### src/hw/rtl/sgf_pkg.sv
// Shared widths, register indexes and types of the soft wall gravity force block.
package sgf_pkg;

   localparam int DATA_W     = 32;
   localparam int SIZE_W     = 31;
   localparam int AXES       = 3;
   localparam int WALLS      = 2 * AXES;
   localparam int POW_STEPS  = 5;
   localparam int PEN_W      = 34;
   localparam int M_W        = 37;
   localparam int M_LIM_LOG  = 36;
   localparam int TERM_W     = 35;
   localparam int CAP_LOG    = 34;
   localparam int WALL_K_W   = 9;
   localparam int WALL_K     = 500;
   localparam int BASE_W     = 33;
   localparam int SUM_W      = 37;
   localparam int CSR_IDX_W  = 3;

   localparam logic [CSR_IDX_W-1:0] REG_SIZE_X = 3'd0;
   localparam logic [CSR_IDX_W-1:0] REG_SIZE_Y = 3'd1;
   localparam logic [CSR_IDX_W-1:0] REG_SIZE_Z = 3'd2;
   localparam logic [CSR_IDX_W-1:0] REG_GRAV_X = 3'd3;
   localparam logic [CSR_IDX_W-1:0] REG_GRAV_Y = 3'd4;
   localparam logic [CSR_IDX_W-1:0] REG_GRAV_Z = 3'd5;

   typedef struct packed {
      logic zero;
      logic cap;
   } wall_flags_type;

endpackage

### src/hw/rtl/sgf_pow.sv
// One power step: m = min((m * p) >> FRAC_BITS, 2^36), registered with p and flags.
module sgf_pow #(
   parameter int FRAC_BITS = 16
) (
   input  logic                           clock,
   input  logic                           en,
   input  logic [sgf_pkg::M_W-1:0]        m_i,
   input  logic [FRAC_BITS+2:0]           p_i,
   input  sgf_pkg::wall_flags_type        flags_i,
   output logic [sgf_pkg::M_W-1:0]        m_o,
   output logic [FRAC_BITS+2:0]           p_o,
   output sgf_pkg::wall_flags_type        flags_o
);
   import sgf_pkg::*;

   localparam int PW    = FRAC_BITS + 3;
   localparam int PRD_W = M_W + PW;
   localparam logic [PRD_W-1:0] M_LIM = PRD_W'(1) << M_LIM_LOG;

   logic [PRD_W-1:0] prod;
   logic [PRD_W-1:0] prod_sh;
   logic [M_W-1:0]   m_in;
   logic [M_W-1:0]   m_ff;
   logic [PW-1:0]    p_ff;
   wall_flags_type   flags_ff;

   assign prod    = {{PW{1'b0}}, m_i} * {{M_W{1'b0}}, p_i};
   assign prod_sh = prod >> FRAC_BITS;
   assign m_in    = (prod_sh > M_LIM) ? M_LIM[M_W-1:0] : prod_sh[M_W-1:0];

   always_ff @(posedge clock) begin
      if (en) begin
         m_ff     <= m_in;
         p_ff     <= p_i;
         flags_ff <= flags_i;
      end
   end

   assign m_o     = m_ff;
   assign p_o     = p_ff;
   assign flags_o = flags_ff;

endmodule

### config.mk
export PLATFORM = sky130hd
export DESIGN_NAME = sgf_pow
export DESIGN_NICKNAME = d
export VERILOG_FILES = /design/src/hw/rtl/sgf_pkg.sv /design/src/hw/rtl/sgf_pow.sv
export SDC_FILE = /design/constraint.sdc
export NUM_CORES = 2
export LEC_CHECK = 0
export ABC_CLOCK_PERIOD_IN_PS = 11900
export BUFFER_PORTS_ARGS = -buffer_cell sky130_fd_sc_hd__buf_2
export CAP_MARGIN = 5
export CORE_ASPECT_RATIO = 0.5
export CORE_MARGIN = 3
export CORE_UTILIZATION = 30
export DETAILED_ROUTE_END_ITERATION = 16
export PLACE_DENSITY = 0.44
export SYNTH_ARGS = -nofsm -noshare
export SYNTH_HDL_FRONTEND = slang
export SYNTH_SLANG_ARGS = --single-unit
export TNS_END_PERCENT = 5
### constraint.sdc
create_clock -name clock -period 11.9 [get_ports clock]
set_input_delay 0.595 -clock clock [delete_from_list [all_inputs] [get_ports clock]]
set_output_delay 0.595 -clock clock [all_outputs]
set_load 0.02 [all_outputs]
# [Yosys cells after proc, flatten, opt, wreduce, memory -nomap -nowiden]
# Index checks and enable logic that the tools add are counted.
[totals] regBits=58 latchBits=0 ram_bits=0 romBits=0 in_bits=60 output_inout_bits=58 word_cells=6 n_memories=0
[op_classes] addsub=0 mul=1 n_div=0 magnitude_cmp=1 n_eq_ne=0 shifts=0 muxes=0 n_bitwise=0 reduce_logical=0
[ops] op="$mul 37x19->56" n=1
[ops] op="$gt 40x37->1 const B" n=1

# [Depth between registers and ports, before layout]
[depth] word_depth=2 mapped_depth=28 depth_no_buf=24

# [Worst setup path before layout]
# No wires, ideal clock.
[synth_path] kind="input-to-reg" from="input p_i[10]" to="register m_ff[21], in the netlist m_o[21], data pin" setup_time_ps=170 t_arrival_ps=7063 t_required_ps=11730 slack_ps=4667 stages=26 path_buffers=3 cell_sequence="clkbuf_1 clkbuf_1 nand2_1 fa_1 inv_1 fa_1 inv_1 fa_1 inv_1 fa_1 fa_1 inv_1 fa_1 inv_1 ha_1 buf_2 nand4_2 or4_1 nand2b_1 o311a_1 a21boi_0 o2111ai_1 a211o_1 nor4_1 a41oi_1 nor4b_2"
[synth_between] elab_chain_cells=2
[synth_rtl] item="start, declared" line_no="sgf_pow.sv:8" rtl="input logic [FRAC_BITS+2:0] p_i,"
[synth_rtl] item="$mul 37x19->56 *" line_no="sgf_pow.sv:27" rtl="assign prod = {{PW{1'b0}}, m_i} * {{M_W{1'b0}}, p_i};"
[synth_rtl] item="$gt 40x37->1" line_no="sgf_pow.sv:29" rtl="assign m_in = (prod_sh > M_LIM) ? M_LIM[M_W-1:0] : prod_sh[M_W-1:0];"
[synth_rtl] item="end signal, assigned" line_no="sgf_pow.sv:33" rtl="m_ff <= m_in;"
[synth_rtl] item="end, declared" line_no="sgf_pow.sv:23" rtl="logic [M_W-1:0] m_ff;"
# Mark *: on every way between the ends. The rest lies on a longest branch, timed or not.
# A chain may end at the register's enable or synchronous reset.

# [Worst setup path in the final report]
[layout_path] from="input p_i[2]" to="register m_ff[29], in the netlist m_o[29], data pin"
# The elaborated chain is that of the path after synthesis.

==> impl_metrics.ini <==
[run_status]
status = complete, no violations

[global_routing]
grt_remaining_overflow = 0
use_met2_pct = 31.0
grtUsageTotal_pct = 19.7
antenna_found_initial = 5
use_met3_pct = 1.96
grt_max_degree = 59
grt_pass1_wl_mm = 130
first_global_vias = 20500
top_usage_layer = met2
met1_usage_pct = 30.3

[place]
place_hpwl_mm = 63.3
io_buffer_count = 117
place_area_um2 = 26300
gp_congestion = 0.887

[timing]
fmax_mhz = 112
finalHoldViolCount = 0
timing.slew.headroom_pct = 20.3
drv_slew = 0
setup_tns_ns = 0
period_share_pct = 75.2
tightest_slew_ns = 1.20
setup_viol = 0
grt_setup_unrepaired = no
timing.final.crit_period_ns = 8.95

[worst_setup_path]
path_max_fanout = 38
cp-startpoint = p_i[2]
critPathMaxStageDelay_ns = 0.71
crit_top_cell = fa_1
startpoint_type = primary input
crit_family = adder cells
cp_cell_sequence = buf_2 > and2_1 > fa_1 > fa_1 > inv_1 > fa_1 > inv_1 > fa_1 > inv_1 > fa_1 > inv_1 > fa_1 > ha_1 > a21oi_1 > a21boi_0 > o21ai_1 > a41oi_1 > nand2_1 > a311oi_1 > a21o_1 > xor2_1 > nand2_2 > nor3_2
cp.arrival_ns = 9.09
endpoint_kind = flop
required_ns = 12.05
crit_type = in -> reg
critPathBufInv = 5
critical_path_depth = 23
slowest_stage = xor2_1

[clock_network]
cts_resized = 0
clkSlewWorstSetupHoldPaths_ns = 0.05
cts_tree = done
cts-buffers-inserted = 9
root_buffer = clkbuf_16
clock_path_buffers = 2
htreeDepth = 3
postCtsSetupBuffers = 0
cts.hold.buffers_added = 0
clock_sinks = 58

[routing]
drt_first_pass_iters = 5
vias_per_cell = 4.82
drc_errors = 0
ant_nets = 0
wl_per_cell_um = 21.3
vias = 18700
drt-total-wl_mm = 82.7
drt_iter0_markers = 1259

[synthesis]
ys_seq_area_share_pct = 7.01
post-synth-top-count-cell = inv_1
synth_area_leader_cell = fa_1
synth_top_area_share_pct = 47.8
synth_cell_types = 71
synth.ff_latch_count = 58
synthCells = 2800
synthArstFlopShare_pct = 0
synthTopCellsByCount = inv_1 (662), fa_1 (593), nand2_1 (454)
synth_edf_count = 58
avgSynthCellArea_um2 = 8.87
synth_area_leaders = fa_1 (48%), inv_1 (10%), and2_1 (8.0%), edfxtp_1 (7.0%), ha_1 (6.9%)
synth-main-ff-cell = edfxtp_1
syn_area_um2 = 24800
postSynthNetCount = 3590
ys_warn_count = 0

[floorplanning]
fp.dieArea_um2 = 86500
num_rows = 73
core-area_um2 = 80700
start_util_pct = 30.8
die_y_um = 209
die_x_um = 413
ios = 118

[worst_hold_path]
min_from = flags_i[1]
min_path_cells = 1
hp-class = in -> reg
holdPathEnd = flags_o[1]

[layout]
final_cell_area_um2 = 26600
regArea_um2 = 1740
nNetsFinal = 3572
layout-drive-gt1-share_pct = 6.06
fill_cells = 8538
synthToLayoutAreaGrowth_pct = 7.01
multi_input_area_um2 = 20000

[job]
drv_cap = 0
cells in the final DEF, fill, tap and decap left out, drive strengths merged, types with 5 or more instances in the layout:
cell	n
inv	664
fa	593
nand2	455
and2	317
ha	137
buf	127
a21oi	68
edfxtp	58
nor2	56
o21ai	45
nand4	27
nor3	22
and3	18
xor2	15
xnor2	14
a21o	12
nand3	11
a211oi	11
o21a	10
clkbuf	9
o211ai	8
a21boi	8
nor4	8
o31ai	8
a211o	6
o2111ai	5
a31oi	5
state kept, by name, summed over array words and instances, names as in the netlist:
| register | count |
|---|---|
| flags_o | 2 |
| p_o | 19 |
| m_o | 37 |
how the worst max path moves through the flow:
stage | end | slack, ns
2_1_floorplan | m_o[21] | 4.67
3_3_place_gp | m_o[7] | 2.89
3_5_place_dp | m_o[29] | 2.71
4_1_cts | m_o[29] | 3.10
5_1_grt | m_o[29] | 2.48
6_report | m_o[29] | 2.95
layer usage:
layer,routed length (µm),up-vias
met5,13,-
met4,657,2
met3,3790,43
met2,36700,449
met1,41500,9958
li1,-,8248
cell families (layout without fill, tap and decap cells):
kind of cell,after synthesis,after routing,share of synthesized area (%)
fa+ha+maj,730,730,54.7
mux,2,2,0.0806
simple gates,943,943,18.9
xor+xnor,29,29,1.02
compound gates,220,220,5.86
buf+inv,818,805,12.5
other cells,0,2,0
flops,58,58,7.01
area by class of cell:
cell class,instances,area share [%]
antenna,2,0.0188
clock buffer,9,0.847
clock inverter,7,0.381
inverter,662,9.35
multi-input combinational,1924,75.3
sequential,58,6.55
tap,1087,5.12
timing repair buffer,127,2.49
metrics by stage:
stage                     worst slack, ns  utilization (%)  hold slack, ns  std cells
after global routing                 2.48             32.9           0.426       3874
after floorplan                      4.67                -           0.694       2800
after detailed placement             2.71             32.5           0.774       3858
after CTS                            3.10             32.9           0.428       3874
final                                2.95             32.9           0.445       3876
after global placement               2.89             32.5           0.773       3858
Power is not shown: default switching activity piles up to over one toggle a cycle in this logic, so the estimate is an artifact.
