===== src/hw/rtl/sgf_pkg.sv =====
// Shared widths, register indexes and types of the soft wall gravity force block.
package sgf_pkg;

   localparam int DATA_W     = 32;
   localparam int SIZE_W     = 31;
   localparam int AXES       = 3;
   localparam int WALLS      = 2 * AXES;
   localparam int POW_STEPS  = 5;
   localparam int PEN_W      = 34;
   localparam int M_W        = 37;
   localparam int M_LIM_LOG  = 36;
   localparam int TERM_W     = 35;
   localparam int CAP_LOG    = 34;
   localparam int WALL_K_W   = 9;
   localparam int WALL_K     = 500;
   localparam int BASE_W     = 33;
   localparam int SUM_W      = 37;
   localparam int CSR_IDX_W  = 3;

   localparam logic [CSR_IDX_W-1:0] REG_SIZE_X = 3'd0;
   localparam logic [CSR_IDX_W-1:0] REG_SIZE_Y = 3'd1;
   localparam logic [CSR_IDX_W-1:0] REG_SIZE_Z = 3'd2;
   localparam logic [CSR_IDX_W-1:0] REG_GRAV_X = 3'd3;
   localparam logic [CSR_IDX_W-1:0] REG_GRAV_Y = 3'd4;
   localparam logic [CSR_IDX_W-1:0] REG_GRAV_Z = 3'd5;

   typedef struct packed {
      logic zero;
      logic cap;
   } wall_flags_type;

endpackage


===== src/hw/rtl/sgf_scale.sv =====
// Wall term: 500 * p^6 capped at 2^34, forced by the zero and far flags, registered.
module sgf_scale (
   input  logic                           clock,
   input  logic                           en,
   input  logic [sgf_pkg::M_W-1:0]        m_i,
   input  sgf_pkg::wall_flags_type        flags_i,
   output logic [sgf_pkg::TERM_W-1:0]     term
);
   import sgf_pkg::*;

   localparam int SC_W = M_W + WALL_K_W;
   localparam logic [SC_W-1:0]     K   = SC_W'(WALL_K);
   localparam logic [SC_W-1:0]     CAP = SC_W'(1) << CAP_LOG;

   logic [SC_W-1:0]   prod;
   logic [TERM_W-1:0] term_in;
   logic [TERM_W-1:0] term_ff;

   assign prod = {{WALL_K_W{1'b0}}, m_i} * K;

   always_comb begin
      if (flags_i.zero) begin
         term_in = '0;
      end else if (flags_i.cap || (prod > CAP)) begin
         term_in = CAP[TERM_W-1:0];
      end else begin
         term_in = prod[TERM_W-1:0];
      end
   end

   always_ff @(posedge clock) begin
      if (en) begin
         term_ff <= term_in;
      end
   end

   assign term = term_ff;

endmodule


===== config.mk =====
export PLATFORM = sky130hd
export DESIGN_NAME = sgf_scale
export DESIGN_NICKNAME = d
export VERILOG_FILES = /design/src/hw/rtl/sgf_pkg.sv /design/src/hw/rtl/sgf_scale.sv
export SDC_FILE = /design/constraint.sdc
export NUM_CORES = 1
export LEC_CHECK = 0
export BUFFER_PORTS_ARGS = -buffer_cell sky130_fd_sc_hd__buf_2
export CAP_MARGIN = 20
export CORE_AREA = 2 2 141 143
export CTS_CLUSTER_SIZE = 8
export DETAILED_ROUTE_END_ITERATION = 10
export DIE_AREA = 0 0 143 145
export HOLD_SLACK_MARGIN = 0.08
export PLACE_DENSITY = 0.59
export SLEW_MARGIN = 20
export SYNTH_ARGS = -nofsm -noshare
export SYNTH_HDL_FRONTEND = slang
export SYNTH_SLANG_ARGS = --single-unit

===== constraint.sdc =====
create_clock -name clock -period 6.89 [get_ports clock]
set_clock_uncertainty 0.05 [all_clocks]
set_input_delay 1.0335 -clock clock [delete_from_list [all_inputs] [get_ports clock]]
set_output_delay 1.0335 -clock clock [all_outputs]
set_load 0.02 [all_outputs]

# --- Word-level counts from Yosys, hierarchy flattened ---
# Index checks and enable logic that the tools add are counted.
# W data, S select, Z words.
totals:
  reg_bits: 35
  word_cells: 7
  out_inout_bits: 35
  input_bits: 41
classes:
  reduce_logical: 2
  magnitude_cmp: 1
  muxes: 1
  multipliers: 1
ops:
  columns: ["operator", "count"]
  rows:
  - ["$gt A46 B35 Y1 const B", 1]
  - ["$mul A37 B7 Y44 const B", 1]
  - ["$mux W35", 1]
  - ["$reduce_or A2 Y1", 1]
  - ["$logic_or A1 B1 Y1", 1]

# --- Depth between registers and ports, before layout ---
depth:
  depth_word: 4
  mapped_depth: 20
  depth_no_buf: 18

# --- Worst setup path before layout ---
# No wires, ideal clock.
synth_timing:
  path_kind: "input to register"
  from: "input port m_i[14] in the netlist's numbering"
  to: "register term_ff[10], in the netlist term[10], data pin"
  setup_ns: 0.169
  path_stages: 18
  required_time_ns: 6.671
  setup_slack_ns: 0.854
  t_arrival_ns: 5.817
  cell_sequence: "inv_1 fa_1 fa_1 fa_1 inv_1 fa_1 ha_1 clkbuf_1 and4_1 and2_1 a22o_1 nor2_1 a21oi_1 or3_1 a2111oi_4 nand4_2 buf_6 nor4_4"
synth_between:
  elab_chain_cells: 4
synth_lines:
  columns: ["element", "line", "rtl"]
  rows:
  - ["from (decl)", "sgf_scale.sv:5", "input logic [sgf_pkg::M_W-1:0] m_i,"]
  - ["$mul A37 B7 Y44", "sgf_scale.sv:19", "assign prod = {{WALL_K_W{1'b0}}, m_i} * K;"]
  - ["$gt A46 B35 Y1", "sgf_scale.sv:24", "end else if (flags_i.cap || (prod > CAP)) begin"]
  - ["$logic_or A1 B1 Y1", "sgf_scale.sv:24", null]
  - ["$reduce_or A2 Y1 (no source line)", null, null]
  - ["to (signal assigned)", "sgf_scale.sv:33", "term_ff <= term_in;"]
  - ["to (decl)", "sgf_scale.sv:17", "logic [TERM_W-1:0] term_ff;"]
# Every way passes these cells.
# A chain may end at the register's enable or synchronous reset.

# --- Final worst setup path ---
layout_timing:
  from: "input port m_i[3] in the netlist's numbering"
  to: "register term_ff[15], in the netlist term[15], data pin"
layout_between:
  elab_chain_cells: 4
layout_lines:
  columns: ["element", "line"]
  rows:
  - ["$mul A37 B7 Y44 (*)", "sgf_scale.sv:19"]
  - ["$gt A46 B35 Y1", "sgf_scale.sv:24"]
  - ["$logic_or A1 B1 Y1", "sgf_scale.sv:24"]
  - ["$reduce_or A2 Y1 (no source line)", null]
# Mark *: on every way between the ends. The rest lies on a longest branch, timed or not.

==> impl_metrics.json <==
{
  "io_pins": 76,
  "synthTopCellsByArea": "fa_1 (33%), ha_1 (14%), edfxtp_1 (12%)",
  "drtAntennaViolNets": 0,
  "arrival_ps": 6450,
  "start_util_pct": 44.2,
  "final_net_count": 1246,
  "syn_area_um2": 8480,
  "drt-total-wl_mm": 19.1,
  "gp_congestion": 0.866,
  "gr-usage-met2_pct": 30.3,
  "postCtsSetupRepairBufs": 0,
  "min_period_ps": 6400,
  "outcome": "completed",
  "clock_path_buffers": 2,
  "synth_async_sr_flop_share_pct": 0,
  "final_max_slew_viol_count": 0,
  "antenna_cells": 0,
  "required_ps": 6940,
  "synth_edf_count": 33,
  "htree_levels": 2,
  "hpwlAfterDp_mm": 16.9,
  "grt_max_degree": 34,
  "die_h_um": 145,
  "critPathMaxFanout": 10,
  "wl_per_cell_um": 15.5,
  "crit_path_end_kind": "flip-flop",
  "drt_iter0_drc": 350,
  "area_growth_pct": 9.59,
  "first_pass_iters": 5,
  "fmax_mhz": 156,
  "worstHoldPathType": "in2reg",
  "die_w_um": 143,
  "met3_usage_pct": 1.49,
  "cts_tree": "done",
  "remaining_drc_errors": 0,
  "cp-startpoint": "m_i[3]",
  "grt.total_usage_pct": 19.3,
  "synth_cells": 907,
  "criticalPathCategory": "in2reg",
  "relSlewSlack_pct": 53.4,
  "grt_pass1_wl_mm": 32.9,
  "cts_sinks": 33,
  "holdPathStages": 2,
  "ys_warn_count": 0,
  "grt_pass1_vias": 6638,
  "die_area_um2": 20700,
  "fp.coreArea_um2": 19200,
  "tns_ps": 0,
  "antenna_found_initial": 0,
  "synth_cell_type_count": 79,
  "hp-start": "flags_i[1]",
  "syn_area_per_cell_um2": 9.35,
  "ys_seq_area_share_pct": 11.7,
  "yosysMostFrequentCell": "inv_1",
  "start_kind": "primary input",
  "cts-hold-fix-buffers": 0,
  "numPortBuffers": 73,
  "path_clk_slew_ps": 50,
  "tightestPinTransition_ps": 699,
  "yosys-top-cells-count": "inv_1 (191), fa_1 (138), ha_1 (96), nand2_1 (63), a21oi_1 (47)",
  "route.vias.total": 6559,
  "period_share_pct": 92.9,
  "hold_viol": 0,
  "row_count": 51,
  "grt.busiest_layer": "met2",
  "largest_reg_flops": 33,
  "layout-drive-gt1-share_pct": 12.0,
  "synth_ff_type": "edfxtp_1",
  "cts_root_buf": "clkbuf_16",
  "maxCapViolCount": 0,
  "yosysTopAreaCellShare_pct": 32.6,
  "rsz0062_at_grt": "false",
  "synth_seq_cells": 33,
  "synth_top_area_cell": "fa_1",
  "overflow": 0,
  "use_met1_pct": 30.1,
  "cts_made_buffers": 5,
  "setup-violations-final": 0,
  "via_per_inst": 5.30,
  "cts_resized": 0
}
-- layout make-up --
| class | instances | area [um^2] |
|---|---|---|
| Fill cell | 1858 | 9910 |
| Multi-Input combinational cell | 655 | 6640 |
| Sequential cell | 33 | 991 |
| Inverter | 191 | 717 |
| Timing Repair Buffer | 85 | 468 |
| Tap cell | 265 | 332 |
| Clock buffer | 5 | 125 |
| Clock inverter | 3 | 17.5 |
-- per-layer routing --
layer  up-vias  share of wire [%]
met3        15                4.4
met5         -                  0
met1      3178                 50
met4         0               0.74
li1       3208                  -
met2       158                 45
-- critical path: stages --
cell,delay [ps]
buf_2,130
inv_1,170
fa_1,480
fa_1,500
fa_1,520
inv_1,60
fa_1,450
ha_1,400
and2_4,220
a221oi_4,320
a21oi_1,120
or3_1,340
a2111oi_0,540
buf_4,200
o2111ai_1,120
nor4_1,350
nor2_2,100
buf_4,190
nor3b_1,210
-- placed cells by master, fill, tap and decap left out, types with 9 or more instances in the layout --
| master | count |
|---|---|
| nand4_1 | 13 |
| xnor2_1 | 13 |
| nand2_1 | 63 |
| o211ai_1 | 12 |
| a21o_1 | 10 |
| nor2_1 | 22 |
| or3_1 | 11 |
| and4_1 | 9 |
| buf_2 | 73 |
| a21oi_1 | 47 |
| o21ai_1 | 10 |
| nor3_1 | 35 |
| inv_1 | 191 |
| ha_1 | 96 |
| o21ai_0 | 29 |
| fa_1 | 138 |
| nand3_1 | 13 |
| o21a_1 | 9 |
| buf_4 | 11 |
| edfxtp_1 | 33 |
-- logic make-up after synthesis --
family          count (synthesis)  synth area share, %
other cells                     1               0.0442
xor+xnor                       19                 1.96
buf+inv                       220                 10.0
compound gates                183                 15.5
flops                          33                 11.7
mux                             3                0.369
fa+ha+maj                     234                 46.7
simple gates                  214                 13.7
-- path summary, 6_finish.rpt --
kind	to	slack [ps]
worst max-delay path	term[15]$_SDFFCE_PP0P_	490
worst min-delay path	term[34]$_SDFFCE_PP0P_	1080
-- through the flow --
step                      instances  utilization, %  setup slack, ps  hold slack (ps)  instance area [um^2]
after floorplan                 908               -              854             1100                  8480
after global placement         1229            47.6              215             1370                  9150
after detailed placement       1229            47.6              153             1350                  9150
after CTS                      1237            48.4              421             1060                  9290
after global routing           1237            48.4             71.5             1070                  9290
final                          1237            48.4              486             1080                  9290
Power is not shown: default switching activity piles up to over one toggle a cycle in this logic, so the estimate is an artifact.
