`src/hw/rtl/sgf_pkg.sv`:
```
// Shared widths, register indexes and types of the soft wall gravity force block.
package sgf_pkg;

   localparam int DATA_W     = 32;
   localparam int SIZE_W     = 31;
   localparam int AXES       = 3;
   localparam int WALLS      = 2 * AXES;
   localparam int POW_STEPS  = 5;
   localparam int PEN_W      = 34;
   localparam int M_W        = 37;
   localparam int M_LIM_LOG  = 36;
   localparam int TERM_W     = 35;
   localparam int CAP_LOG    = 34;
   localparam int WALL_K_W   = 9;
   localparam int WALL_K     = 500;
   localparam int BASE_W     = 33;
   localparam int SUM_W      = 37;
   localparam int CSR_IDX_W  = 3;

   localparam logic [CSR_IDX_W-1:0] REG_SIZE_X = 3'd0;
   localparam logic [CSR_IDX_W-1:0] REG_SIZE_Y = 3'd1;
   localparam logic [CSR_IDX_W-1:0] REG_SIZE_Z = 3'd2;
   localparam logic [CSR_IDX_W-1:0] REG_GRAV_X = 3'd3;
   localparam logic [CSR_IDX_W-1:0] REG_GRAV_Y = 3'd4;
   localparam logic [CSR_IDX_W-1:0] REG_GRAV_Z = 3'd5;

   typedef struct packed {
      logic zero;
      logic cap;
   } wall_flags_type;

endpackage

```
`src/hw/rtl/sgf_pen.sv`:
```
// Penetration stage: depth past both wall borders of one axis, classified and registered.
module sgf_pen #(
   parameter int FRAC_BITS = 16
) (
   input  logic                               clock,
   input  logic                               en,
   input  logic signed [sgf_pkg::DATA_W-1:0]  pos,
   input  logic [sgf_pkg::SIZE_W-1:0]         size,
   output logic [FRAC_BITS+2:0]               p_lo,
   output logic [FRAC_BITS+2:0]               p_hi,
   output sgf_pkg::wall_flags_type            flags_lo,
   output sgf_pkg::wall_flags_type            flags_hi
);
   import sgf_pkg::*;

   localparam int PW = FRAC_BITS + 3;
   localparam logic signed [PEN_W-1:0] BORDER = PEN_W'(2 << FRAC_BITS);
   localparam logic signed [PEN_W-1:0] FAR    = PEN_W'(1 << PW);

   logic signed [PEN_W-1:0] pos_ext;
   logic signed [PEN_W-1:0] size_ext;
   logic signed [PEN_W-1:0] pen_lo;
   logic signed [PEN_W-1:0] pen_hi;
   logic [PW-1:0]           p_lo_ff, p_hi_ff;
   wall_flags_type          flags_lo_in, flags_hi_in;
   wall_flags_type          flags_lo_ff, flags_hi_ff;

   function automatic wall_flags_type classify(input logic signed [PEN_W-1:0] pen);
      wall_flags_type f;
      f.zero = pen[PEN_W-1] || (pen == '0);
      f.cap  = !f.zero && (pen >= FAR);
      return f;
   endfunction

   assign pos_ext  = $signed({{(PEN_W-DATA_W){pos[DATA_W-1]}}, pos});
   assign size_ext = $signed({{(PEN_W-SIZE_W){1'b0}}, size});
   assign pen_lo   = BORDER - pos_ext;
   assign pen_hi   = pos_ext - size_ext + BORDER;

   always_comb begin
      flags_lo_in = classify(pen_lo);
      flags_hi_in = classify(pen_hi);
   end

   always_ff @(posedge clock) begin
      if (en) begin
         p_lo_ff     <= pen_lo[PW-1:0];
         p_hi_ff     <= pen_hi[PW-1:0];
         flags_lo_ff <= flags_lo_in;
         flags_hi_ff <= flags_hi_in;
      end
   end

   assign p_lo     = p_lo_ff;
   assign p_hi     = p_hi_ff;
   assign flags_lo = flags_lo_ff;
   assign flags_hi = flags_hi_ff;

endmodule

```
`config.mk`:
```
export PLATFORM = sky130hd
export DESIGN_NAME = sgf_pen
export DESIGN_NICKNAME = d
export VERILOG_FILES = /design/src/hw/rtl/sgf_pkg.sv /design/src/hw/rtl/sgf_pen.sv
export SDC_FILE = /design/constraint.sdc
export NUM_CORES = 1
export LEC_CHECK = 0
export ABC_AREA = 0
export CELL_PAD_IN_SITES_DETAIL_PLACEMENT = 1
export CELL_PAD_IN_SITES_GLOBAL_PLACEMENT = 1
export CORE_MARGIN = 2
export CORE_UTILIZATION = 48
export DETAILED_ROUTE_END_ITERATION = 6
export DONT_BUFFER_PORTS = 1
export GPL_ROUTABILITY_DRIVEN = 0
export MAX_ROUTING_LAYER = met4
export PLACE_DENSITY = 0.86
export SYNTH_ARGS = -nofsm -noshare
export SYNTH_HDL_FRONTEND = slang
export SYNTH_SLANG_ARGS = --single-unit
```
`constraint.sdc`:
```
create_clock -name clock -period 3.8 [get_ports clock]
set_input_delay 0.38 -clock clock [delete_from_list [all_inputs] [get_ports clock]]
set_output_delay 0.38 -clock clock [all_outputs]
set_load 0.01 [all_outputs]
```
======== Yosys cells after proc, flatten, opt, wreduce, memory -nomap -nowiden ========
Cells that the tools add are included.
storage, ports and cells
  output and inout port bits .............. 42
  logic and storage cells ................. 19
  bits in writable memories ............... 0
  memories kept ........................... 0
  ROM bits ................................ 0
  bits of input ports ..................... 65
  latch bits .............................. 0
  flip-flop bits (word level) ............. 42
operators by class
  reduce and logical (&&, ||, !) cells .... 8
  magnitude comparators ................... 2
  eq/ne operators ......................... 0
  $mul .................................... 0
  add/subtract/negate cells ............... 3
  div/mod/pow operators ................... 0
  shifts and indexed selects .............. 0
  multiplexer cells ....................... 0
  bitwise gates (word level) .............. 0
operators with widths
  cell                                                                  number
  zero test 34 bit                                                      2
  adder 33 x 19 -> 34 bit (second input constant)                       1
  greater-or-equal comparator 34 x 21 -> 1 bit (second input constant)  1
  greater-or-equal comparator 33 x 21 -> 1 bit (second input constant)  1
  subtractor 19 x 32 -> 33 bit (first input constant)                   1
  subtractor 32 x 32 -> 33 bit                                          1
  logical AND 1 bit                                                     2
  zero test 1 bit                                                       2
  logical OR 1 bit                                                      2

======== Longest topological paths before layout ========
Gate-level depths: netlist of run 1.
  depth after elaboration ................. 6
  gate-level depth with buffers ........... 15
  gate-level depth less buffers ........... 15

======== Worst setup path after synthesis of run 1 ========
No wires, ideal clock.
  kind .................................... input to register
  start point ............................. input port size[5] (netlist name)
  end point ............................... register flags_hi_ff (netlist bit flags_hi[1]) (data pin)
  buffers on the path ..................... 1
  library setup time ...................... 0.261 ns
  cell stages on the path ................. 13
  slack ................................... 0.687 ns
  arrival time ............................ 2.852 ns
  required time ........................... 3.539 ns
  path through ............................ inv_1 -> ha_1 -> ha_1 -> clkbuf_1 -> a21o_1 -> a21oi_1 -> a21oi_1 -> o31ai_1 -> a31oi_1 -> a2111oi_0 -> a211oi_1 -> nand4_1 -> o21ai_0
RTL lines
  element               line           source
  from (decl)           sgf_pen.sv:8   input logic [sgf_pkg::SIZE_W-1:0] size,
  to (signal assigned)  sgf_pen.sv:50  flags_hi_ff <= flags_hi_in;
  to (decl)             sgf_pen.sv:26  wall_flags_type flags_lo_ff, flags_hi_ff;

==> summary.txt, run 1 <==
Outcome: completed
Initial Util: 49.18%
Slew HR: 49.31%
Worst-path maximum fanout: 7
Netlist Area Pre-Place: 4523 um^2
Critical setup path kind: in -> reg
Seq cells post-synth: 42
GR Overflow Total: 0
Max VDD drop: 145.0 uV
First-pass GRT wire length: 21820 um
Share of power burned in the clock network: 19.5%
Die Y-Extent: 101.1 um
Hold/Removal Path Class: in -> reg
CTS tree: done
Netlist cell types: 63
DP HPWL: 11190 um
Asr flop ratio synth: 0%
Syn_nets: 663
Hold Vio Cnt, Final: 0
Post-synth EDFFs: 42
Fin crit share: 89.83%
Setup WS pre-CTS: 0.1837 ns
Syn Inst Count: 534
Fill cells: 1092
Synth Flop Type: edfxtp_1
Register area share after synthesis: 27.88%
Die width: 101.1 um
Clk buf depth: 2
Leakage: 1.918 nW
ANT cells: 0
Clock sinks: 42
Hold Buf Count CTS: 0
Row count: 35
Initial DRC Count: 262
CP Data Arrival Time: 3.46 ns
Layout cells sized above 1: 4.915%
Max-slew violation count: 0
CTS H-tree depth: 2
Psw: 0.6306 mW
Avg Inst Size Synth: 8.470 um^2
Vias in the first global route: 4310
I/O Buffers: 0
Area growth, synth to finish: 4.122%
End-of-flow core utilization: 51.21%
Core area: 9196 um^2
Clock slew seen by the registers of the worst setup and hold paths: 0.09 ns
Fmax: 293.0 MHz
Routed Antenna Nets: 0
CP Launch Point: size[5]
Total routed wirelength: 13710 um
Initial antenna violation count: 0
Per-cell routed wire length: 21.43 um
Routed vias/inst: 6.603
Num CTS Buffers: 5
Hold Path Stages: 0
Root Driver: clkbuf_8
Commonest non-fill, non-tap cells in the layout: ha_1 (63), a21oi_1 (53), inv_1 (51), nor2_1 (43), edfxtp_1 (42)
Register share of total power: 41.0%
Drt pass-1 iters: 5
Post-CTS setup buffer count: 0
Sw Ratio: 39.67%
Required time worst endpoint: 3.85 ns
Actual slew at the worst max-slew pin: 0.7539 ns
Post-Route Setup TNS: 0 ns
Post_cts resized: 0
Via count: 4226
Largest net degree at the start of global routing: 43
Commonest non-fill, non-tap cell in the layout: ha_1
Die area: 10220 um^2
Slack of the critical path: 0.3865 ns
Crit path launch type: primary input
Drc violations: 0
Synth area leaders: edfxtp_1 (28%), ha_1 (17%), a21oi_1 (5.9%)
Tot GR Track Use: 27.47%
Synthesis Warnings: 0
Tmin final: 3.414 ns
Unrepaired setup endpoints after global routing: no
Power per cell area: 337.5 nW/um^2
Setup violators final: 0
Layout Nets: 657
Internal power: 0.9591 mW
Combinational cell fraction of total power: 39.5%
Dominant cell type by area after synthesis: edfxtp_1
CP Capture Type: flip-flop
Num ports: 107
Max-cap check violation count: 0
Post-synth top area share: 27.88%
Worst Setup EP: flags_hi[1]
==> worst min path at each step <==
| stage | start | to | slack (ns) |
|---|---|---|---|
| 6_report | pos[0] | p_lo[0] | 0.17 |
| 5_1_grt | pos[0] | p_lo[0] | 0.16 |
| 4_1_cts | pos[0] | p_lo[0] | 0.17 |
| 3_5_place_dp | pos[0] | p_lo[0] | 0.48 |
| 3_3_place_gp | pos[0] | p_lo[0] | 0.48 |
| 2_1_floorplan | pos[0] | p_lo[0] | 0.48 |
==> per-stage QoR <==
step / total power [mW] / cells / hold slack [ns] / instance area [um^2]
floorplan: 1.101 / 534 / 0.4789 / 4523
global placement: 1.235 / 632 / 0.4791 / 4617
detailed placement: 1.267 / 632 / 0.4791 / 4617
CTS: 1.573 / 640 / 0.1692 / 4710
global route: 1.670 / 640 / 0.1611 / 4710
finish: 1.590 / 640 / 0.1660 / 4710
==> area by class of cell <==
class | count | area, um^2 | area share [%]
Clock buffer | 5 | 68.82 | 1.461
Clock inverter | 3 | 23.77 | 0.5048
Inverter | 51 | 191.4 | 4.065
Multi-Input combinational cell | 425 | 3003 | 63.76
Sequential cell | 42 | 1261 | 26.78
Tap cell | 111 | 138.9 | 2.949
Timing Repair Buffer | 3 | 22.52 | 0.4782
==> power groups by stage <==
stage               Sequential, mW  Clock, mW  Combinational (mW)
finish                       0.652      0.310               0.628
global route                 0.658      0.324               0.688
CTS                          0.652      0.308               0.613
detailed placement           0.663          0               0.604
global placement             0.660          0               0.575
floorplan                    0.652          0               0.450
==> flip-flops by register name, summed over array words and instances, names as in the netlist <==
| name | flops |
|---|---|
| flags_lo | 2 |
| flags_hi | 2 |
| p_hi | 19 |
| p_lo | 19 |
==> Yosys cell counts (all sizes together) (3+ instances only) <==
| library cell | number |
|---|---|
| nor4 | 8 |
| or2 | 4 |
| o31ai | 7 |
| o21a | 5 |
| or4 | 5 |
| xor2 | 11 |
| nor2b | 6 |
| or3 | 7 |
| a21oi | 53 |
| and2 | 4 |
| clkbuf | 15 |
| o21ai | 32 |
| nand2b | 4 |
| nor3 | 24 |
| edfxtp | 42 |
| and3 | 3 |
| inv | 51 |
| ha | 63 |
| a21o | 4 |
| and4 | 6 |
| nand2 | 32 |
| nor2 | 44 |
| o21bai | 4 |
| a31oi | 10 |
| nand4 | 12 |
| nand3 | 8 |
| a211oi | 6 |
| xnor2 | 25 |
| o211ai | 7 |
==> worst max-delay path: stages <==
cell and delay [ns]:
inv_1 0.04, ha_1 0.29, ha_1 0.41, a21o_1 0.23, a21oi_1 0.26, a21oi_1 0.14, o31ai_1 0.64, a31oi_1 0.24
a2111oi_0 0.49, a211oi_1 0.10, nand4_1 0.13, o21ai_0 0.12
==> layer usage <==
metal | track usage [%] | routed length, um
met1 | 35.33 | 5953
met3 | 3.259 | 817
met2 | 46.31 | 6722
met4 | 6.237 | 221
met5 | - | 0
==> logic make-up (layout without fill, tap and decap cells) <==
logic type	count (synthesis)	count (layout)	synth area share (%)
xor gates and xnor gates	36	36	6.971
AOI/OAI and AO/OA	150	150	20.86
adders and majority gates	64	64	17.87
and+or+nand+nor	173	173	20.22
DFF	42	42	27.88
muxes	2	2	0.4703
buffers and inverters	67	62	5.726
No activity file was read; power rests on OpenSTA's default activity.
==> run 2: changes to the inputs <==
CORE_ASPECT_RATIO = 1.5   (was unset)
RECOVER_POWER = 50   (was unset)
clock period = 3.91 ns   (was 3.8 ns; I/O delays follow)
==> run 2 against run 1 <==
Effect of this change:
- power is 11% higher
- global-route usage down 1.1 points
- non-clock buffer count fell by 3
- critical path depth unchanged
- sequential share of layout area down 0.42 points
- die area grew 0.16%
==> summary.txt, run 2 (synthesized netlist as in run 1, its figures left out) <==
CTS tree: done
Clock sinks: 42 (unchanged)
Placed insts: 630 (-0.32%)
Commonest non-fill, non-tap cell in the layout: ha_1
Hold Buf Count CTS: 0 (unchanged)
Critical setup path kind: in -> reg
Non-filler cells, final: 638 (-0.31%)
Hold/Removal Path Class: in -> reg
Max-cap check violation count: 0 (unchanged)
Unrepaired setup endpoints after global routing: no
Hold_ws: 0.1962 ns (+0.03023 ns)
Tot GR Track Use: 26.33% (-1.1 points)
Design area: 4785 um^2 (+1.6%)
Initial DRC Count: 188 (-28%)
Vias in the first global route: 4289 (-0.49%)
Required time worst endpoint: 3.94 ns (+0.09 ns)
Max VDD drop: 329.6 uV (+130%)
Initial Util: 49.16% (about the same)
First-pass GRT wire length: 20980 um (-3.9%)
Clk buf depth: 2 (unchanged)
Via count: 4132 (-2.2%)
Total routed wirelength: 13400 um (-2.3%)
CP Capture Type: flip-flop
Setup WS pre-CTS: 0.2221 ns (+0.03837 ns)
Post-Route Setup TNS: 0 ns (unchanged)
Tot Pwr: 1.760 mW (+11%)
Fin crit share: 85.80%
Slack of the critical path: 0.5553 ns (+0.1688 ns)
Die width: 83.26 um (-18%)
Leakage: 1.954 nW (+1.9%)
Max-slew violation count: 0 (unchanged)
Core area: 9200 um^2 (about the same)
Die area: 10230 um^2 (+0.16%)
Hold Vio Cnt, Final: 0 (unchanged)
Layout cells sized above 1: 4.183% (-0.73 points)
DP HPWL: 10870 um (-2.9%)
Initial antenna violation count: 0 (unchanged)
Commonest non-fill, non-tap cells in the layout: ha_1 (63), a21oi_1 (53), inv_1 (51), nor2_1 (43), edfxtp_1 (42)
Largest net degree at the start of global routing: 43 (unchanged)
Outcome: completed
Drt pass-1 iters: 4 (-1)
Internal power: 1.164 mW (+21%)
Area growth, synth to finish: 5.781%
Root Driver: clkbuf_16
Combinational cell fraction of total power: 33.8% (-5.7 points)
Power per cell area: 368.0 nW/um^2 (+9.0%)
Setup violators final: 0 (unchanged)
Tmin final: 3.355 ns
CTS H-tree depth: 2 (unchanged)
Register share of total power: 36.0% (-5.0 points)
DP Area: 4596 um^2 (-0.46%)
Row count: 43 (+23%)
Post-CTS setup buffer count: 0 (unchanged)
CP Data Arrival Time: 3.39 ns (-0.07 ns)
Routed vias/inst: 6.476 (-1.9%)
Actual slew at the worst max-slew pin: 0.7735 ns (+0.01960 ns)
End-of-flow core utilization: 52.01% (+0.80 points)
Num ports: 107 (unchanged)
Drc violations: 0 (unchanged)
Crit path launch type: primary input
Worst-path maximum fanout: 7 (unchanged)
I/O Buffers: 0 (unchanged)
Clock slew seen by the registers of the worst setup and hold paths: 0.06 ns (-0.03 ns)
Layout Nets: 654 (-0.46%)
Die Y-Extent: 122.9 um (+22%)
Per-cell routed wire length: 21.00 um (-2.0%)
Routed Antenna Nets: 0 (unchanged)
GR Overflow Total: 0 (unchanged)
Num CTS Buffers: 5 (unchanged)
ANT cells: 0 (unchanged)
Share of power burned in the clock network: 30.3% (+11 points)
Sw Ratio: 33.89% (-5.8 points)
Slew HR: 47.99% (-1.3 points)
Fmax: 298.1 MHz
Post_cts resized: 0 (unchanged)
Psw: 0.5967 mW (-5.4%)
-- run 2: cell count changes in the layout (fill, tap and decap cells not counted), sizes merged --
cell	change
buf	-3
inv	-1
bufinv	+2
clkinv	+1
clkinvlp	-2
-- run 2: worst max-delay path: stages --
cell and delay [ns]:
inv_1 0.03, ha_1 0.29, ha_1 0.40, a21o_1 0.22
a21oi_1 0.25, a21oi_1 0.14, o31ai_1 0.65, a31oi_1 0.22
a2111oi_0 0.49, a211oi_1 0.09, nand4_1 0.12, o21ai_0 0.09
-- run 2: power groups by stage --
stage                     combinational [mW]  clock, mW  sequential, mW
final                                  0.595      0.533           0.633
after global routing                   0.653      0.555           0.639
after CTS                              0.590      0.536           0.636
after detailed placement               0.583          0           0.645
after global placement                 0.559          0           0.643
after floorplan                        0.437          0           0.633
-- run 2: metal layers --
layer | vias to the layer above | wire, um | share of wire [%] | GRT usage [%]
met5 | - | 0 | 0 | -
met4 | 0 | 627 | 4.7 | 14.34
met3 | 42 | 400 | 3.0 | 3.071
met2 | 132 | 7676 | 57 | 52.57
met1 | 1989 | 4693 | 35 | 24.00
li1 | 1969 | - | - | -
-- run 2: cell type report --
class | instances | area, um^2
inverters | 51 | 191.4
clock buffers | 5 | 125.1
well taps | 112 | 140.1
flip-flops and latches | 42 | 1261
fillers | 1096 | 4415
clock inverters | 3 | 63.81
multi-input cells | 425 | 3003
-- run 2: final timing paths --
check,from,to,slack (ns),cells past startpoint
max,size[5],flags_hi[1],0.56,12
min,pos[0],p_lo[0],0.20,0
==> run 3: changes to the inputs <==
ABC_AREA = 1   (was 0)
CORE_UTILIZATION = 45   (was 48)
PLACE_DENSITY = 0.87   (was 0.86)
==> run 3 against run 2 <==
Effect of this change:
- combinational power grew 22%
- critical path depth grew 8
- non-clock buffer count is the same
- final cell count grew 75%
- design area grew 27%
- sequential cell count is the same
- largest power group is now combinational cells
- highest routed layer unchanged
==> summary.txt, run 3 <==
Core area: 12450 um^2 (+35%)
Post-Route Setup TNS: 0 ns (unchanged)
First-pass GRT wire length: 28130 um (+34%)
Post-synth top area share: 21.96% (-5.9 points)
DP Area: 5923 um^2 (+29%)
Psw: 0.7365 mW (+23%)
Setup violators final: 0 (unchanged)
Tot GR Track Use: 27.05% (+0.73 points)
Xor and xnor fraction of the mapped netlist area: 4.705% (-2.3 points)
Root Driver: clkbuf_16
Netlist cell types: 32 (-49%)
Area growth, synth to finish: 5.968%
Critical setup path kind: in -> reg
Clk buf depth: 2 (unchanged)
ANT cells: 0 (unchanged)
Synth Area in Simple Gates: 41.62% (+21 points)
Combinational cell fraction of total power: 39.3% (+5.5 points)
Per-cell routed wire length: 16.03 um (-24%)
Sw Ratio: 39.82% (+5.9 points)
Commonest non-fill, non-tap cell in the layout: nand2_1
Share of power burned in the clock network: 26.9% (-3.4 points)
Layout cells sized above 1: 5.099% (+0.92 points)
CTS H-tree depth: 2 (unchanged)
Synthesis Warnings: 0 (unchanged)
Required time worst endpoint: 3.97 ns (+0.03 ns)
Routed Antenna Nets: 0 (unchanged)
Post-CTS setup buffer count: 0 (unchanged)
Synth Flop Type: edfxtp_1
Syn Inst Count: 955 (+79%)
Commonest cells in the netlist: nand2_1 (336), inv_1 (207), nor2_1 (110), nand3_1 (71), ha_1 (63)
WL met1: 6762 um (+44%)
Register area share after synthesis: 21.96% (-5.9 points)
CP Capture Type: flip-flop
Row count: 50 (+16%)
WL met2: 10200 um (+33%)
Hold/Removal Path Class: in -> reg
Via count: 5777 (+40%)
CP Data Arrival Time: 2.73 ns (-0.66 ns)
Synth Area in Compound Gates: 2.919% (-18 points)
Layout Nets: 1089 (+67%)
Register share of total power: 33.8% (-2.2 points)
Die Y-Extent: 142.4 um (+16%)
Routed vias/inst: 5.172 (-20%)
Crit path launch type: primary input
Avg Inst Size Synth: 6.015 um^2 (-29%)
Initial antenna violation count: 0 (unchanged)
Top-count cell post-synth: nand2_1
Met3 Routed Length: 430 um (+7.5%)
GR Overflow Total: 0 (unchanged)
Max-cap check violation count: 0 (unchanged)
DP HPWL: 15200 um (+40%)
Largest family of logic cells by synthesized area: simple AND/OR/NAND/NOR gates
Vias in the first global route: 5945 (+39%)
Worst-path maximum fanout: 4 (-3)
Asr flop ratio synth: 0% (unchanged)
Tot Pwr: 1.849 mW (+5.0%)
Actual slew at the worst max-slew pin: 0.3763 ns (-0.3972 ns)
Unrepaired setup endpoints after global routing: no
Num ports: 107 (unchanged)
Post_cts resized: 0 (unchanged)
I/O Buffers: 0 (unchanged)
Largest net degree at the start of global routing: 43 (unchanged)
Placed insts: 1109 (+76%)
Top Metal Used: met4
Max VDD drop: 156.5 uV (-53%)
Tmin final: 2.675 ns (-0.6794 ns)
Non-filler cells, final: 1117 (+75%)
Max-slew violation count: 0 (unchanged)
Fmax: 373.8 MHz (+25%)
Netlist Area Pre-Place: 5744 um^2 (+27%)
Num CTS Buffers: 5 (unchanged)
Design area: 6087 um^2 (+27%)
Hold Buf Count CTS: 0 (unchanged)
Initial Util: 46.14% (-3.0 points)
CTS tree: done
Leakage: 3.460 nW (+77%)
Drc violations: 0 (unchanged)
Synth area leaders: edfxtp_1 (22%), nand2_1 (22%), ha_1 (14%)
Proportion of synthesized area in mux cells: 0% (-0.47 points)
Slew HR: 74.91% (+27 points)
Hold Vio Cnt, Final: 0 (unchanged)
Seq cells post-synth: 42 (unchanged)
Fin crit share: 68.42% (-17 points)
Syn_nets: 1084 (+63%)
Clock sinks: 42 (unchanged)
Total routed wirelength: 17910 um (+34%)
Fill cells: 1783 (+63%)
Internal power: 1.113 mW (-4.4%)
Clock slew seen by the registers of the worst setup and hold paths: 0.07 ns (about the same)
Outcome: completed
Power per cell area: 303.8 nW/um^2 (-17%)
Die area: 13700 um^2 (+34%)
Post-synth EDFFs: 42 (unchanged)
Drt pass-1 iters: 4 (unchanged)
Die width: 96.25 um (+16%)
Initial DRC Count: 165 (-12%)
Dominant cell type by area after synthesis: edfxtp_1
Post-synthesis adder-cell area fraction: 14.07% (-3.8 points)
Commonest non-fill, non-tap cells in the layout: nand2_1 (336), inv_1 (207), nor2_1 (111), nand3_1 (71), ha_1 (63)
## run 3: cells by family after synthesis
kind of cell / count (synthesis)
buffers and inverters: 223
AND/OR/NAND/NOR: 566
AO/OA/AOI/OAI: 30
adder cells (fa/ha/maj): 64
flip-flops: 42
XOR/XNOR: 30
## run 3: worst paths after layout
path | start | end | slack, ns | depth (start not counted)
worst max-delay path | pos[0] | flags_hi[0] | 1.23 | 20
worst min-delay path | pos[0] | p_lo[0] | 0.19 | 0
## run 3: metal layers
layer / up-vias / GRT usage (%)
met1: 2718 / 26.82
met3: 37 / 2.542
met5: - / -
met2: 101 / 52.63
met4: 0 / 9.774
li1: 2921 / -
## run 3: layout make-up
type / count / area, um^2 / share of cell area (%)
multi-input cells: 690 / 3635 / 59.71
flip-flops and latches: 42 / 1261 / 20.72
inverters: 221 / 829.5 / 13.63
well taps: 156 / 195.2 / 3.207
clock buffers: 6 / 128.9 / 2.117
clock inverters: 2 / 37.54 / 0.6166
## run 3: power groups by stage
stage	combinational, mW	sequential, mW	clock (mW)
global placement	0.696	0.635	0
finish	0.727	0.625	0.497
floorplan	0.530	0.629	0
detailed placement	0.717	0.638	0
global route	0.818	0.633	0.517
CTS	0.729	0.628	0.494
## run 3: through the flow
stage / hold WS [ns] / util [%] / setup WS, ns
floorplan: 0.4899 / - / 1.358
global placement: 0.4900 / 47.58 / 1.103
detailed placement: 0.4900 / 47.58 / 0.9566
CTS: 0.1901 / 48.91 / 1.226
global route: 0.1788 / 48.89 / 1.035
finish: 0.1872 / 48.89 / 1.235
## run 3: worst max-delay path: stages
cell	delay [ns]
inv_1	0.08
ha_1	0.22
inv_1	0.05
ha_1	0.22
inv_1	0.08
fa_1	0.41
inv_1	0.12
nand3_1	0.10
nand2_1	0.12
nand3_1	0.08
nand3b_1	0.18
nand2_1	0.12
nand2_1	0.09
nand2_1	0.05
nand2_1	0.06
nand3_1	0.07
nor2_1	0.11
nand3_1	0.07
nand2_1	0.07
inv_1	0.04
